--- src/rtl/bounded_deque_with_search_defines.svh ---
// Assertion macros shared by the bounded deque RTL.
// No dependencies; included by modules that carry concurrent checks.
`ifndef BOUNDED_DEQUE_WITH_SEARCH_DEFINES_SVH
`define BOUNDED_DEQUE_WITH_SEARCH_DEFINES_SVH

// same-cycle implication
`define BDQS_ASSERT_NOW(lbl, ck, rs, ante, cons, msg) \
  lbl: assert property (@(posedge ck) disable iff (rs) (ante) |-> (cons)) \
    else $error(msg);

// next-cycle implication
`define BDQS_ASSERT_NEXT(lbl, ck, rs, ante, cons, msg) \
  lbl: assert property (@(posedge ck) disable iff (rs) (ante) |=> (cons)) \
    else $error(msg);

`endif

--- src/rtl/bdqs_pkg.sv ---
// Shared types and constants for the bounded deque with search.
// No dependencies; used by the interfaces and every module of the block.
package bdqs_pkg;

  localparam int DEPTH_DEF      = 16;
  localparam int DATA_WIDTH_DEF = 32;

  localparam int ACTION_W = 3;
  localparam int VALUE_W  = 32;
  localparam int STATUS_W = 2;
  localparam int OCC_W    = 5;

  localparam logic [ACTION_W-1:0] ACT_PREPEND   = 3'd0;
  localparam logic [ACTION_W-1:0] ACT_APPEND    = 3'd1;
  localparam logic [ACTION_W-1:0] ACT_POP_FRONT = 3'd2;
  localparam logic [ACTION_W-1:0] ACT_POP_BACK  = 3'd3;
  localparam logic [ACTION_W-1:0] ACT_SEARCH    = 3'd4;

  localparam logic [STATUS_W-1:0] ST_DONE  = 2'd0;
  localparam logic [STATUS_W-1:0] ST_FULL  = 2'd1;
  localparam logic [STATUS_W-1:0] ST_EMPTY = 2'd2;

  typedef enum logic [1:0] {
    RD_SEARCH,
    RD_HEAD,
    RD_TAIL
  } rd_sel_t;

  typedef struct packed {
    logic    capture;
    logic    apply;
    logic    search;
    logic    cap_head;
    logic    load_out;
    rd_sel_t rd_sel;
  } dp_cmd_t;

  typedef struct packed {
    logic is_search;
    logic search_end;
    logic out_free;
  } dp_stat_t;

endpackage

--- src/rtl/bdqs_ifs.sv ---
// Valid/ready channel interfaces for the deque's request and response sides.
// Depends on bdqs_pkg for field widths.
interface bdqs_in_if;
  logic                                valid;
  logic                                ready;
  logic [bdqs_pkg::ACTION_W-1:0]       action;
  logic signed [bdqs_pkg::VALUE_W-1:0] value;

  modport source (output valid, action, value, input ready);
  modport sink   (input valid, action, value, output ready);
endinterface

interface bdqs_out_if;
  logic                                valid;
  logic                                ready;
  logic                                found;
  logic [bdqs_pkg::STATUS_W-1:0]       status;
  logic                                head_valid;
  logic signed [bdqs_pkg::VALUE_W-1:0] head_value;
  logic                                tail_valid;
  logic signed [bdqs_pkg::VALUE_W-1:0] tail_value;
  logic [bdqs_pkg::OCC_W-1:0]          occupancy;

  modport source (output valid, found, status, head_valid, head_value, tail_valid,
                  tail_value, occupancy, input ready);
  modport sink   (input valid, found, status, head_valid, head_value, tail_valid,
                  tail_value, occupancy, output ready);
endinterface

--- src/rtl/bdqs_dp.sv ---
// Datapath of the deque: ring memory, front index, count, search scan and
// the response register. Depends on bdqs_pkg, bdqs_out_if and the defines header.
`include "bounded_deque_with_search_defines.svh"

module bdqs_dp #(
  parameter int DEPTH      = bdqs_pkg::DEPTH_DEF,
  parameter int DATA_WIDTH = bdqs_pkg::DATA_WIDTH_DEF
) (
  input  logic                                clk,
  input  logic                                rst,
  input  bdqs_pkg::dp_cmd_t                   cmd,
  output bdqs_pkg::dp_stat_t                  stat,
  input  logic [bdqs_pkg::ACTION_W-1:0]       in_action,
  input  logic signed [bdqs_pkg::VALUE_W-1:0] in_value,
  bdqs_out_if.source                          rsp
);
  import bdqs_pkg::*;

  localparam int IW = (DEPTH > 1) ? $clog2(DEPTH) : 1;
  localparam int CW = $clog2(DEPTH + 1);
  localparam logic [CW-1:0] FULL_COUNT = CW'(DEPTH);
  localparam logic [IW:0]   DEPTH_X    = (IW + 1)'(DEPTH);
  localparam logic [IW-1:0] LAST_SLOT  = IW'(DEPTH - 1);

  logic [DATA_WIDTH-1:0] mem [DEPTH];

  logic [IW-1:0]         front, front_next;
  logic [CW-1:0]         count, count_next;
  logic [ACTION_W-1:0]   act;
  logic [DATA_WIDTH-1:0] key;
  logic [DATA_WIDTH-1:0] rd_data;
  logic [DATA_WIDTH-1:0] head_q;
  logic [CW-1:0]         idx;
  logic                  rd_pend;
  logic                  found;
  logic [STATUS_W-1:0]   status, status_next;
  logic                  out_valid;
  logic                  wr_en;
  logic [IW-1:0]         wr_addr, rd_addr, tail_off;
  logic                  full, empty, match, issue;

  function automatic logic [IW-1:0] slot(input logic [IW-1:0] f, input logic [IW-1:0] off);
    logic [IW:0] sum;
    sum = {1'b0, f} + {1'b0, off};
    if (sum >= DEPTH_X) sum = sum - DEPTH_X;
    return sum[IW-1:0];
  endfunction

  assign full     = (count == FULL_COUNT);
  assign empty    = (count == '0);
  assign match    = rd_pend && (rd_data == key);
  assign issue    = cmd.search && (idx < count) && !match;
  assign tail_off = count[IW-1:0] - IW'(1);

  assign stat.is_search  = (act == ACT_SEARCH);
  assign stat.search_end = match || (idx == count);
  assign stat.out_free   = !out_valid || rsp.ready;

  always_comb begin
    front_next  = front;
    count_next  = count;
    status_next = ST_DONE;
    wr_en       = 1'b0;
    wr_addr     = slot(front, count[IW-1:0]);
    case (act)
      ACT_PREPEND: begin
        if (full) begin
          status_next = ST_FULL;
        end else begin
          front_next = (front == '0) ? LAST_SLOT : front - IW'(1);
          wr_addr    = front_next;
          wr_en      = cmd.apply;
          count_next = count + CW'(1);
        end
      end
      ACT_APPEND: begin
        if (full) begin
          status_next = ST_FULL;
        end else begin
          wr_en      = cmd.apply;
          count_next = count + CW'(1);
        end
      end
      ACT_POP_FRONT: begin
        if (empty) begin
          status_next = ST_EMPTY;
        end else begin
          front_next = (front == LAST_SLOT) ? '0 : front + IW'(1);
          count_next = count - CW'(1);
        end
      end
      ACT_POP_BACK: begin
        if (empty) begin
          status_next = ST_EMPTY;
        end else begin
          count_next = count - CW'(1);
        end
      end
      default: begin
      end
    endcase
  end

  always_comb begin
    case (cmd.rd_sel)
      RD_SEARCH: rd_addr = slot(front, idx[IW-1:0]);
      RD_HEAD:   rd_addr = front;
      RD_TAIL:   rd_addr = empty ? front : slot(front, tail_off);
      default:   rd_addr = front;
    endcase
  end

  always_ff @(posedge clk) begin
    if (wr_en) begin
      mem[wr_addr] <= key;
    end
    rd_data <= mem[rd_addr];
  end

  always_ff @(posedge clk) begin
    if (rst) begin
      front     <= '0;
      count     <= '0;
      rd_pend   <= 1'b0;
      out_valid <= 1'b0;
    end else begin
      if (cmd.apply) begin
        front <= front_next;
        count <= count_next;
      end
      rd_pend <= issue;
      if (cmd.load_out) begin
        out_valid <= 1'b1;
      end else if (rsp.ready) begin
        out_valid <= 1'b0;
      end
    end
  end

  always_ff @(posedge clk) begin
    if (cmd.capture) begin
      act <= in_action;
      key <= DATA_WIDTH'(in_value);
    end
    if (cmd.apply) begin
      status <= status_next;
      found  <= 1'b0;
      idx    <= '0;
    end else if (cmd.search) begin
      if (match) found <= 1'b1;
      if (issue) idx <= idx + CW'(1);
    end
    if (cmd.cap_head) begin
      head_q <= rd_data;
    end
    if (cmd.load_out) begin
      rsp.found      <= found && (act == ACT_SEARCH);
      rsp.status     <= status;
      rsp.head_valid <= !empty;
      rsp.tail_valid <= !empty;
      rsp.head_value <= empty ? '0 : VALUE_W'(head_q);
      rsp.tail_value <= empty ? '0 : VALUE_W'(rd_data);
      rsp.occupancy  <= OCC_W'(count);
    end
  end

  assign rsp.valid = out_valid;

  `BDQS_ASSERT_NEXT(a_full_drop, clk, rst,
    cmd.apply && full && (act == ACT_PREPEND || act == ACT_APPEND),
    status == ST_FULL && $stable(count), "push on full queue changed the count")
  `BDQS_ASSERT_NEXT(a_pop_dec, clk, rst,
    cmd.apply && !empty && (act == ACT_POP_FRONT || act == ACT_POP_BACK),
    count == $past(count) - CW'(1), "pop did not decrement the count")
  `BDQS_ASSERT_NEXT(a_match_found, clk, rst, cmd.search && match, found,
    "search match not recorded")
  `BDQS_ASSERT_NOW(a_load_free, clk, rst, cmd.load_out, !out_valid || rsp.ready,
    "response overwritten while still pending")

endmodule

--- src/rtl/bdqs_ctrl.sv ---
// Sequencer of the deque: accept, apply, search scan, head/tail read, respond.
// Depends on bdqs_pkg for the command and status structs.
module bdqs_ctrl (
  input  logic               clk,
  input  logic               rst,
  input  logic               in_valid,
  output logic               in_ready,
  input  bdqs_pkg::dp_stat_t stat,
  output bdqs_pkg::dp_cmd_t  cmd
);
  import bdqs_pkg::*;

  typedef enum logic [2:0] {
    S_IDLE,
    S_APPLY,
    S_SEARCH,
    S_HEAD,
    S_TAIL,
    S_FINISH
  } state_t;

  state_t state, state_next;

  always_comb begin
    state_next = state;
    in_ready   = 1'b0;
    cmd        = '{capture: 1'b0, apply: 1'b0, search: 1'b0, cap_head: 1'b0,
                   load_out: 1'b0, rd_sel: RD_HEAD};
    case (state)
      S_IDLE: begin
        in_ready    = 1'b1;
        cmd.capture = in_valid;
        if (in_valid) state_next = S_APPLY;
      end
      S_APPLY: begin
        cmd.apply  = 1'b1;
        state_next = stat.is_search ? S_SEARCH : S_HEAD;
      end
      S_SEARCH: begin
        cmd.search = 1'b1;
        cmd.rd_sel = RD_SEARCH;
        if (stat.search_end) state_next = S_HEAD;
      end
      S_HEAD: begin
        cmd.rd_sel = RD_HEAD;
        state_next = S_TAIL;
      end
      S_TAIL: begin
        cmd.rd_sel   = RD_TAIL;
        cmd.cap_head = 1'b1;
        state_next   = S_FINISH;
      end
      S_FINISH: begin
        cmd.rd_sel = RD_TAIL;
        if (stat.out_free) begin
          cmd.load_out = 1'b1;
          state_next   = S_IDLE;
        end
      end
      default: state_next = S_IDLE;
    endcase
  end

  always_ff @(posedge clk) begin
    if (rst) begin
      state <= S_IDLE;
    end else begin
      state <= state_next;
    end
  end

endmodule

--- src/rtl/bounded_deque_with_search.sv ---
// Top level of the bounded double-ended queue with key search.
// Depends on bdqs_pkg, bdqs_ifs, bdqs_ctrl and bdqs_dp.
//
// Usage:
//   req carries one transaction per action: action (0 prepend, 1 append,
//   2 pop front, 3 pop back, 4 search) and a signed 32-bit value.
//   rsp returns exactly one transaction per request: found, status
//   (0 done, 1 push dropped as full, 2 pop on empty ignored), head and
//   tail values with their valid flags, and the occupancy.
//   Entries live in a ring memory of DEPTH words with one read port.
//   Pushes, pops and idle codes pass through the apply, head-read, tail-read
//   and finish states from acceptance to rsp.valid; a search adds a scan of
//   the entries up to the first match (at most the occupancy), one memory
//   read per cycle. req.ready returns in the cycle after the response is
//   loaded, so only one request is processed at a time.
//   Reset (rst, synchronous) empties the queue and drops any pending
//   response; memory contents are not cleared.
//   If rsp is stalled, the response is held in its register; one further
//   request may be taken and processed up to its response, which then
//   waits until the held transaction is taken.
module bounded_deque_with_search #(
  parameter int DEPTH      = bdqs_pkg::DEPTH_DEF,
  parameter int DATA_WIDTH = bdqs_pkg::DATA_WIDTH_DEF
) (
  input  logic       clk,
  input  logic       rst,
  bdqs_in_if.sink    req,
  bdqs_out_if.source rsp
);
  import bdqs_pkg::*;

  dp_cmd_t  cmd;
  dp_stat_t stat;

  bdqs_ctrl u_ctrl (
    .clk      (clk),
    .rst      (rst),
    .in_valid (req.valid),
    .in_ready (req.ready),
    .stat     (stat),
    .cmd      (cmd)
  );

  bdqs_dp #(
    .DEPTH      (DEPTH),
    .DATA_WIDTH (DATA_WIDTH)
  ) u_dp (
    .clk       (clk),
    .rst       (rst),
    .cmd       (cmd),
    .stat      (stat),
    .in_action (req.action),
    .in_value  (req.value),
    .rsp       (rsp)
  );

endmodule

--- src/flat_wrapper.sv ---
// flat-port wrapper written by rule: the top's interface ports become plain ports
module bounded_deque_with_search_flat import bdqs_pkg::*;
#(
  parameter int DEPTH      = bdqs_pkg::DEPTH_DEF,
  parameter int DATA_WIDTH = bdqs_pkg::DATA_WIDTH_DEF
)
  (clk, rst, req_valid, req_action, req_value, req_ready, rsp_valid, rsp_found, rsp_status, rsp_head_valid, rsp_head_value, rsp_tail_valid, rsp_tail_value, rsp_occupancy, rsp_ready);
  bdqs_in_if req_i ();
  bdqs_out_if rsp_i ();
  input  logic clk;
  input  logic rst;
  input wire logic [$bits(req_i.valid)-1:0] req_valid;
  input wire logic [$bits(req_i.action)-1:0] req_action;
  input wire logic [$bits(req_i.value)-1:0] req_value;
  output wire logic [$bits(req_i.ready)-1:0] req_ready;
  output wire logic [$bits(rsp_i.valid)-1:0] rsp_valid;
  output wire logic [$bits(rsp_i.found)-1:0] rsp_found;
  output wire logic [$bits(rsp_i.status)-1:0] rsp_status;
  output wire logic [$bits(rsp_i.head_valid)-1:0] rsp_head_valid;
  output wire logic [$bits(rsp_i.head_value)-1:0] rsp_head_value;
  output wire logic [$bits(rsp_i.tail_valid)-1:0] rsp_tail_valid;
  output wire logic [$bits(rsp_i.tail_value)-1:0] rsp_tail_value;
  output wire logic [$bits(rsp_i.occupancy)-1:0] rsp_occupancy;
  input wire logic [$bits(rsp_i.ready)-1:0] rsp_ready;
  assign req_i.valid = req_valid;
  assign req_i.action = req_action;
  assign req_i.value = req_value;
  assign req_ready = req_i.ready;
  assign rsp_valid = rsp_i.valid;
  assign rsp_found = rsp_i.found;
  assign rsp_status = rsp_i.status;
  assign rsp_head_valid = rsp_i.head_valid;
  assign rsp_head_value = rsp_i.head_value;
  assign rsp_tail_valid = rsp_i.tail_valid;
  assign rsp_tail_value = rsp_i.tail_value;
  assign rsp_occupancy = rsp_i.occupancy;
  assign rsp_i.ready = rsp_ready;
  bounded_deque_with_search #(.DEPTH(DEPTH), .DATA_WIDTH(DATA_WIDTH)) u_core (.clk(clk), .rst(rst), .req(req_i), .rsp(rsp_i));
endmodule
--- config.mk ---
export PLATFORM = sky130hd
export DESIGN_NAME = bounded_deque_with_search_flat
export DESIGN_NICKNAME = d
export VERILOG_FILES = /design/src/rtl/bdqs_pkg.sv /design/src/rtl/bdqs_ifs.sv /design/src/rtl/bdqs_dp.sv /design/src/rtl/bdqs_ctrl.sv /design/src/rtl/bounded_deque_with_search.sv /design/src/flat_wrapper.sv
export VERILOG_INCLUDE_DIRS = /design/src /design/src/rtl
export SDC_FILE = /design/constraint.sdc
export NUM_CORES = 1
export LEC_CHECK = 0
export BUFFER_PORTS_ARGS = -buffer_cell sky130_fd_sc_hd__buf_2
export CORE_ASPECT_RATIO = 1.25
export CORE_MARGIN = 4
export CORE_UTILIZATION = 50
export DETAILED_ROUTE_END_ITERATION = 10
export PLACE_DENSITY = 0.66
export REMOVE_ABC_BUFFERS = 1
export SETUP_SLACK_MARGIN = 0.4
export SLEW_MARGIN = 5
export SYNTH_ARGS = -nofsm -noshare
export SYNTH_HDL_FRONTEND = slang
export SYNTH_SLANG_ARGS = --single-unit
--- constraint.sdc ---
create_clock -name clk -period 6.68 [get_ports clk]
set_input_delay 1.336 -clock clk [delete_from_list [all_inputs] [get_ports clk]]
set_output_delay 1.336 -clock clk [all_outputs]
set_load 0.005 [all_outputs]
# Yosys cells after proc, flatten, opt, wreduce, memory -nomap -nowiden
# Memory sizes are Yosys's and may differ from the RTL's. A register that Yosys moved wholly into a read port is not among the register bits.
# Index checks and enable logic that the tools add are counted.
# word_totals
register_bits,162
output_inout_bits,76
ram_bits,512
n_memories,1
in_bits,39
word_cells,117
# memory_table
name,depth,width,rd,rd_clocked_by_memory_dff,wr,line,text
u_core.u_dp.mem,16,32,1,1,1,bdqs_dp.sv:25,logic [DATA_WIDTH-1:0] mem [DEPTH];
# op_classes
muxes,37
eq_ne,21
reduce_logical,25
n_addsub,12
n_lt_le_gt_ge,4
# ops
cell,count
$mux 4,10
$eq 32x32->1,1
$sub 4x1->4 const B,5
$pmux 3 s6,1
$pmux 4 s2,2
$add 4x4->5,3
$ge 5x5->1 const B,3
$mux 1,15
$eq 3x2->1 const B,4
$add 5x1->5 const B,2
$mux 5,2
$ne 2x2->1 const B,5
$pmux 5 s2,1
$eq 3x3->1 const B,3
$mux 3,3
$pmux 2 s2,2
$reduce_and 4->1,2
$eq 3x1->1 const B,2
$logic_not 3->1,2
$reduce_bool 2->1,3
$reduce_or 2->1,3
$eq 5x5->1,1
$eq 5x5->1 const B,1
$logic_not 5->1,1
14 further kinds,22

# Longest topological paths before layout
# Gate-level depths: netlist of run 1.
# logic_depth
ltp_word,6
ltp_mapped,12

# Hierarchy
# A second synthesis of run 1 with hierarchy kept.
# hier_totals
cells_unflattened,1634
area_unflattened_um2,27945.6
# modules_own_cells
module,area_each_um2,instances,cells_each
bdqs_dp,27727.8,1,1608
bdqs_ctrl,217.7,1,26

# Worst setup path after synthesis of run 1
# No wires, ideal clock.
# synth_timing
kind,flip-flop to flip-flop
from,register u_core.u_dp.count[1]
to,"memory u_core.u_dp.mem[0][0] in the netlist's numbering, enable pin"
t_arrival_ps,3383
path_stages_with_launch,10
path_slack_ps,2876
setup_ps,421
required_time_ps,6259
cell_sequence,dfxtp_1 -> inv_1 -> ha_1 -> nor3b_1 -> a211o_1 -> nor2_1 -> o211ai_1 -> o21ai_0 -> nand2_1 -> nor2_1
# synth_via
elab_chain_cells,5
# synth_rtl
element,line,text
from (decl),bdqs_dp.sv:28,"logic [CW-1:0] count, count_next;"
from (signal assigned),bdqs_dp.sv:129,count <= count_next;
$add 4x4->5 / $eq 5x5->1 (equally long branches),"bdqs_dp.sv:44, bdqs_dp.sv:49",
"$sub 4x1->4, or another cell as far along",bdqs_dp.sv:45,if (sum >= DEPTH_X) sum = sum - DEPTH_X;
$mux 4 / $mux 1 (equally long branches),-,
$mux 4 / $mux 1 (equally long branches),"bdqs_dp.sv:67, bdqs_dp.sv:114",
$mux 4 / $mux 1 (equally long branches),"bdqs_dp.sv:65, bdqs_dp.sv:115",
to (decl),bdqs_dp.sv:25,
# Several ways; a longest one is shown, not always the timed one.

# Worst setup path after layout of run 1
# layout_timing
from,register u_core.u_dp.count[0]
to,"register u_core.u_dp.rd_data[6], read port of u_core.u_dp.mem"
# layout_via
elab_chain_cells,6
# layout_rtl
element,line,text
$sub 4x1->4,bdqs_dp.sv:53,assign tail_off = count[IW-1:0] - IW'(1);
$add 4x4->5,bdqs_dp.sv:44,"sum = {1'b0, f} + {1'b0, off};"
$sub 4x1->4 / $ge 5x5->1 (equally long branches),bdqs_dp.sv:45,
$mux 4,bdqs_dp.sv:45,
$mux 4 (*),bdqs_dp.sv:108,"RD_TAIL: rd_addr = empty ? front : slot(front, tail_off);"
$pmux 4 s2 (*),bdqs_dp.sv:105,case (cmd.rd_sel)
to (decl),bdqs_dp.sv:31,logic [DATA_WIDTH-1:0] rd_data;
# Every way passes the cells marked *; elsewhere a longest branch is shown, timed or not.
# A chain may end at the register's enable or synchronous reset.

==> results of run 1 <==
## final timing paths
path,start,endpoint,slack [ps],cells after the start
worst max register to register,u_core.u_dp.count[0],u_core.u_dp.rd_data[6],2680,10
worst min-delay path,u_core.u_dp.status[0],u_core.u_dp.rsp.status[0],420,0
worst min register to register,u_core.u_dp.status[0],u_core.u_dp.rsp.status[0],420,0
worst max-delay path,u_core.u_dp.count[0],u_core.u_dp.rd_data[6],2680,10
## worst max-delay path, delay by kind of cell (launching register included)
family / cells / cell delay (ps)
AND/OR/NAND/NOR: 2 / 840
AO/OA/AOI/OAI: 3 / 750
buffers and inverters: 2 / 840
XOR/XNOR: 1 / 160
adder cells (fa/ha/maj): 2 / 740
flip-flops: 1 / 490
## power groups by stage
stage | logic, uW | clock network [uW] | registers, uW
final | 1850 | 3800 | 5820
after global routing | 2050 | 4040 | 5860
after global placement | 1820 | 0 | 5900
after floorplan | 1430 | 0 | 5710
after CTS | 1870 | 3870 | 5820
after detailed placement | 1860 | 0 | 5920
## cell families after synthesis
group                      synth area share
and+or+nand+nor                       0.149
DFF                                   0.759
buffers and inverters                0.0192
AOI/OAI and AO/OA                    0.0283
xor gates and xnor gates             0.0164
muxes                                0.0159
adders and majority gates            0.0130
## flip-flops by register name (all words and copies together) (netlist names)
signal	flops
u_core.u_dp.mem	512
u_core.u_dp.head_q	32
u_core.u_dp.key	32
u_core.u_dp.rd_data	32
u_core.u_dp.rsp.head_value	32
u_core.u_dp.rsp.tail_value	32
u_core.u_dp.count	5
u_core.u_dp.idx	5
u_core.u_dp.rsp.occupancy	5
u_core.u_dp.front	4
u_core.u_ctrl.state	3
u_core.u_dp.act	3
u_core.u_dp.rsp.status	2
u_core.u_dp.status	2
u_core.u_dp.found	1
u_core.u_dp.rd_pend	1
u_core.u_dp.rsp.found	1
u_core.u_dp.rsp.tail_valid	1
u_core.u_dp.rsp.valid	1
## layout make-up
| cell class | instances | area (sq um) |
|---|---|---|
| Multi-Input combinational cell | 1121 | 6220 |
| Sequential cell | 706 | 20700 |
| Timing Repair Buffer | 135 | 786 |
| Fill cell | 4172 | 23000 |
| Clock buffer | 91 | 1890 |
| Inverter | 19 | 71.3 |
| Clock inverter | 31 | 304 |
| Tap cell | 727 | 910 |
## per-layer routing
layer,GRT usage,share of wire,up-vias
met3,0.0287,0.060,92
met5,0,0,-
met1,0.274,0.42,7944
li1,-,-,7326
met4,0.0707,0.026,0
met2,0.346,0.50,543
## stage by stage
| step | std cells | cell area [sq um] | hold WS [ps] |
|---|---|---|---|
| 2_1_floorplan | 1846 | 26800 | 400 |
| 3_3_place_gp | 2707 | 28600 | 403 |
| 3_5_place_dp | 2707 | 28600 | 407 |
| 4_1_cts | 2829 | 30800 | 424 |
| 5_1_grt | 2830 | 30900 | 424 |
| 6_report | 2830 | 30900 | 422 |
## cells in the final DEF, fill, tap and decap left out, types with 7 or more instances in the layout
| master | n |
|---|---|
| nand2_1 | 468 |
| clkinv_2 | 10 |
| inv_1 | 18 |
| and2_1 | 65 |
| dfxtp_1 | 52 |
| xnor2_1 | 11 |
| o21ai_0 | 10 |
| o21ai_1 | 31 |
| buf_4 | 17 |
| xor2_1 | 39 |
| nor2_4 | 21 |
| nor4_1 | 7 |
| nor2_1 | 25 |
| clkinv_1 | 11 |
| nand3_1 | 199 |
| clkbuf_1 | 17 |
| clkbuf_16 | 72 |
| ha_1 | 22 |
| nor3_1 | 9 |
| edfxtp_1 | 654 |
| a32oi_1 | 32 |
| nand4_1 | 66 |
| buf_2 | 114 |
| a21oi_1 | 18 |
| mux2i_1 | 40 |
==> run metrics, run 1 <==
Clock transition at path regs=about 70 ps; dominant synthesized flop cell=edfxtp_1; Post-synth ARST share=0; most frequent cell after synthesis=edfxtp_1; endpoints failing hold=0; diode count=0; critical path class=reg2reg; f_max=250 MHz; Crit path largest cell delay=690 ps; Clock Latency Late Sink=610 ps; Critical Path AT=about 4500 ps; area grow syn2layout=13.2%; H-tree levels=3; CP cell instances=inv_1 > ha_1 > fa_1 > xnor2_1 > a221o_1 > nor2_4 > buf_4 > a32oi_1 > nand4_1 > o21ai_1; most frequent cells after synthesis=654 x edfxtp_1, 468 x nand2_1, 199 x nand3_1, 66 x and2_1, 66 x nand4_1; Cell Pwr Density=between 300 and 400 nW/um^2; Clock Path Buffers=3; CP Capture Type=register; register bit total from synthesis=706; clock skew=20.3 ps; Post CTS Setup Buffer Count=0; Tcrit/Tclk final=0.598; Unique masters post-synth=55; # port buffers=114; Core Region=53,800 sq um; Initial Util=0.506; register share of total power=0.507; Sum Neg Setup Slack=0 ps; Crit-path slowest cell=nor2_4; largest cells by area after synthesis=edfxtp_1 72%, nand2_1 6.4%, dfxtp_1 3.8%; Least-Margin Pin Slew=1320 ps; sequential-to-total area share from yosys stat=0.759; initial DRC count=1,500; Post-DRT Antenna Nets=0; detailed placement HPWL=32.6 mm; vias in the first global route=15,579; Power, Total=11,500 uW; status=completed; Total Wirelength=61.0 mm; Netlist Area Pre-Place=27,300 sq um; DIE HEIGHT=approximately 270 um; share of cells above drive strength 1=0.124; Overflow after GRT=0; Critical Path RT=between 7000 and 8000 ps; 1st-pass router iterations=5; GRT Resource Usage Total=0.204; initial antenna violation count=0; # resized after CTS=0; peak supply drop=0.195 mV; Synth warnings=0; Num CTS Buffers=68; CP max FO=39; pre-CTS setup slack=2750 ps; EDFF count, synth=approximately 650; Synth top area share=0.720; pin count of the biggest net entering global routing=225; PnR worst setup slack=roughly 2700 ps; fin. max-slew vios=0; Cells after Synth=1,944; Switching Share=0.286; routability cong.=0.851; routed len/inst=21.6 um; RSZ-0062 raised after global routing=false; Tmin final=~4000 ps; worst hold path type=reg2reg; Post-CTS Hold Fix Bufs=0; Vias/cell=5.62; CTS tree=built; num ports=115; Via Count=about 16,000; Logic pwr share=0.162; Leak=0.0108 uW; Cell Rows=95; startpoint types=register; nets@finish=2,116; Final setup viols=0; Clock Sinks=between 700 and 800; max-cap check violation count=0; Max-slew headroom=0.116; CTS root buf=clkbuf_16; Clock power frac=0.331; Die ar.=58,300 sq um; Die Width=~220 um; synthesized area per cell=14.0 sq um; first-pass GRT wire length=91.7 mm; Synth area leader=edfxtp_1; switching pwr=3280 uW; drt drc=0; final core utilization=0.573; P_int=8190 uW
Power figures use the tool's default switching activity.
==> inputs of run 2 (changes only) <==
--- a/config.mk
+++ b/config.mk
@@ -11,7 +11,7 @@
 export CORE_MARGIN = 4
 export CORE_UTILIZATION = 50
 export DETAILED_ROUTE_END_ITERATION = 10
-export PLACE_DENSITY = 0.66
+export PLACE_DENSITY = 0.68
 export REMOVE_ABC_BUFFERS = 1
 export SETUP_SLACK_MARGIN = 0.4
 export SLEW_MARGIN = 5
==> constraint.sdc (replaced) <==
create_clock -name clk -period 3.5 [get_ports clk]
set_input_delay 0.7 -clock clk [delete_from_list [all_inputs] [get_ports clk]]
set_output_delay 0.7 -clock clk [all_outputs]
set_load 0.005 [all_outputs]
==> run metrics, run 2 (synthesis results as in run 1) <==
status=completed; Cell Pwr Density=703 nW/um^2 (+89%); Post-DP Area=29,200 sq um (+2.0%); num ports=115 (unchanged); post-route cell area=31,500 sq um (+2.2%); Leak=0.0111 uW (+2.5%); routability cong.=0.828 (-2.7%); nets@finish=2,150 (+1.6%); Clock Sinks=706 (unchanged); flop-to-flop setup slack=460 ps (-2230 ps); DIE HEIGHT=269 um (unchanged); 1st-pass router iterations=5 (unchanged); H-tree levels=3 (unchanged); Cell Rows=95 (unchanged); Num CTS Buffers=68 (unchanged); critical path class=reg2reg; initial DRC count=1,740 (+16%); Max-slew headroom=0.310 (+0.194); Crit-path slowest cell=nor4_1; Least-Margin Pin Slew=1030 ps (-297 ps); CTS root buf=clkbuf_16; fin. max-slew vios=0 (unchanged); CTS tree=built; Hold Path Sink=u_core.u_dp.key[25]; Initial Util=0.506 (unchanged); Reg with most FFs=u_core.u_dp.mem; R2R Path End=u_core.u_dp.idx[0]; share of cells above drive strength 1=0.144 (+0.0199); worst r2r src=u_core.u_dp.key[15]; diode count=0 (unchanged); initial antenna violation count=1 (+1); Clock transition at path regs=70 ps (about the same); drt drc=0 (unchanged); clock skew=31.6 ps (+11.3 ps); routed len/inst=21.6 um (+0.33%); Post-DRT Antenna Nets=0 (unchanged); pin count of the biggest net entering global routing=100 (-56%); worst hold path type=in2reg; Critical Path AT=3590 ps (-860 ps); Final setup viols=0 (unchanged); Clock Latency Late Sink=610 ps (about the same); CP cell instances=xor2_1 > nor4_1 > nand4_1 > or3_1 > nand2_1 > or3_1 > mux2i_1; startpoint types=register; endpoints failing hold=0 (unchanged); GRT Resource Usage Total=0.208 (+0.00415); first-pass GRT wire length=92.4 mm (+0.83%); Critical Path RT=4040 ps (-3100 ps); max-cap check violation count=0 (unchanged); Hold Path Origin=req_value[25]; max reg flops=512 (unchanged); Sum Neg Setup Slack=0 ps (unchanged); detailed placement HPWL=33.5 mm (+2.8%); Die Width=217 um (unchanged); f_max=328 MHz (+31%); # port buffers=114 (unchanged); Vias/cell=5.60 (-0.40%); Core Region=53,800 sq um (unchanged); Clock Path Buffers=3 (unchanged); RSZ-0062 raised after global routing=false; area grow syn2layout=15.7%; peak supply drop=0.513 mV (+160%); most frequent cells in the layout=654 x edfxtp_1, 466 x nand2_1, 199 x nand3_1, 114 x buf_2, 72 x clkbuf_16; CP Capture Type=register; Tcrit/Tclk final=0.870 (+0.272); worst reg-to-reg path cell count=7 (-3); commonest non-fill, non-tap cell in the layout=edfxtp_1; Via Count=16,043 (+0.87%); CP max FO=17 (-56%); Tmin final=3040 ps (-951 ps); vias in the first global route=15,806 (+1.5%); Die ar.=58,300 sq um (unchanged); WHS Path Cells=1 (+1); Total Wirelength=62.0 mm (+1.6%); Overflow after GRT=0 (unchanged); Worst path most repeated cell=or3_1; Crit path largest cell delay=900 ps (+210 ps)
run 2: changes by cell type in the layout (fill, tap and decap cells not counted), moves of 3 or more:
cell,change
dfxtp_2,+4
clkbuf_8,+5
buf_4,+6
clkinvlp_4,+4
dfxtp_1,-4
clkinv_2,-3
buf_12,+27
run 2: where the power goes:
group	leakage [uW]	internal (uW)	switching (uW)
Clock	0.00108	4220	3080
Combinational	0.00364	1310	2570
Sequential	0.00635	10300	719
Total	0.0111	15800	6370
run 2: cell type report:
cell class / instances / area, sq um
Multi-Input combinational cell: 1121 / 6240
Inverter: 19 / 71.3
Sequential cell: 706 / 20700
Fill cell: 4136 / 22300
Clock inverter: 32 / 328
Timing Repair Buffer: 169 / 1390
Clock buffer: 92 / 1900
Tap cell: 727 / 910
run 2: what timing repair did:
item / 4_1_cts / 5_1_grt
setup buffers: 0 / 0
cloned: 0 / 2
gates resized for setup: 5 / 4
hold buffers: 0 / 0
pin swaps: 0 / 2
setup endpoints to repair: 514 / 529
hold endpoints to repair: 0 / 0
run 2: worst max-delay path by stage:
stage,from,to,slack [ps],cells past startpoint
3_3_place_gp,u_core.u_dp.count[1],u_core.u_dp.mem[8][3],330,10
6_report,u_core.u_dp.key[15],u_core.u_dp.idx[0],460,7
3_5_place_dp,u_core.u_dp.count[1],u_core.u_dp.mem[0][13],190,10
4_1_cts,u_core.u_dp.count[0],u_core.u_dp.rd_data[8],450,10
2_1_floorplan,u_core.u_dp.count[0],u_core.u_dp.rd_data[29],-3550,9
5_1_grt,u_core.u_dp.count[0],u_core.u_dp.mem[0][14],390,10
run 2: metal layers:
metal / wire length [um] / GRT usage / up-vias
met5: 0 / 0 / -
met4: 1630 / 0.0781 / 0
met3: 4180 / 0.0343 / 82
met2: 31700 / 0.360 / 588
met1: 24500 / 0.267 / 7978
li1: - / - / 7395
run 2: critical path: cells and delay by family (launching register included):
kind | cells | cell delay [ps]
XOR/XNOR | 1 | 290
flip-flops | 1 | 640
multiplexers | 1 | 190
AND/OR/NAND/NOR | 5 | 1860
run 2: through the flow:
step / hold WS [ps] / cells / power (uW) / util / setup WS (ps)
after floorplan: 400 / 1846 / 13600 / - / -3550
after global placement: 402 / 2740 / 14900 / 0.543 / 329
after detailed placement: 406 / 2740 / 15000 / 0.543 / 193
after CTS: 234 / 2864 / 22300 / 0.585 / 449
after global routing: 247 / 2866 / 23100 / 0.586 / 392
final: 267 / 2866 / 22200 / 0.586 / 456
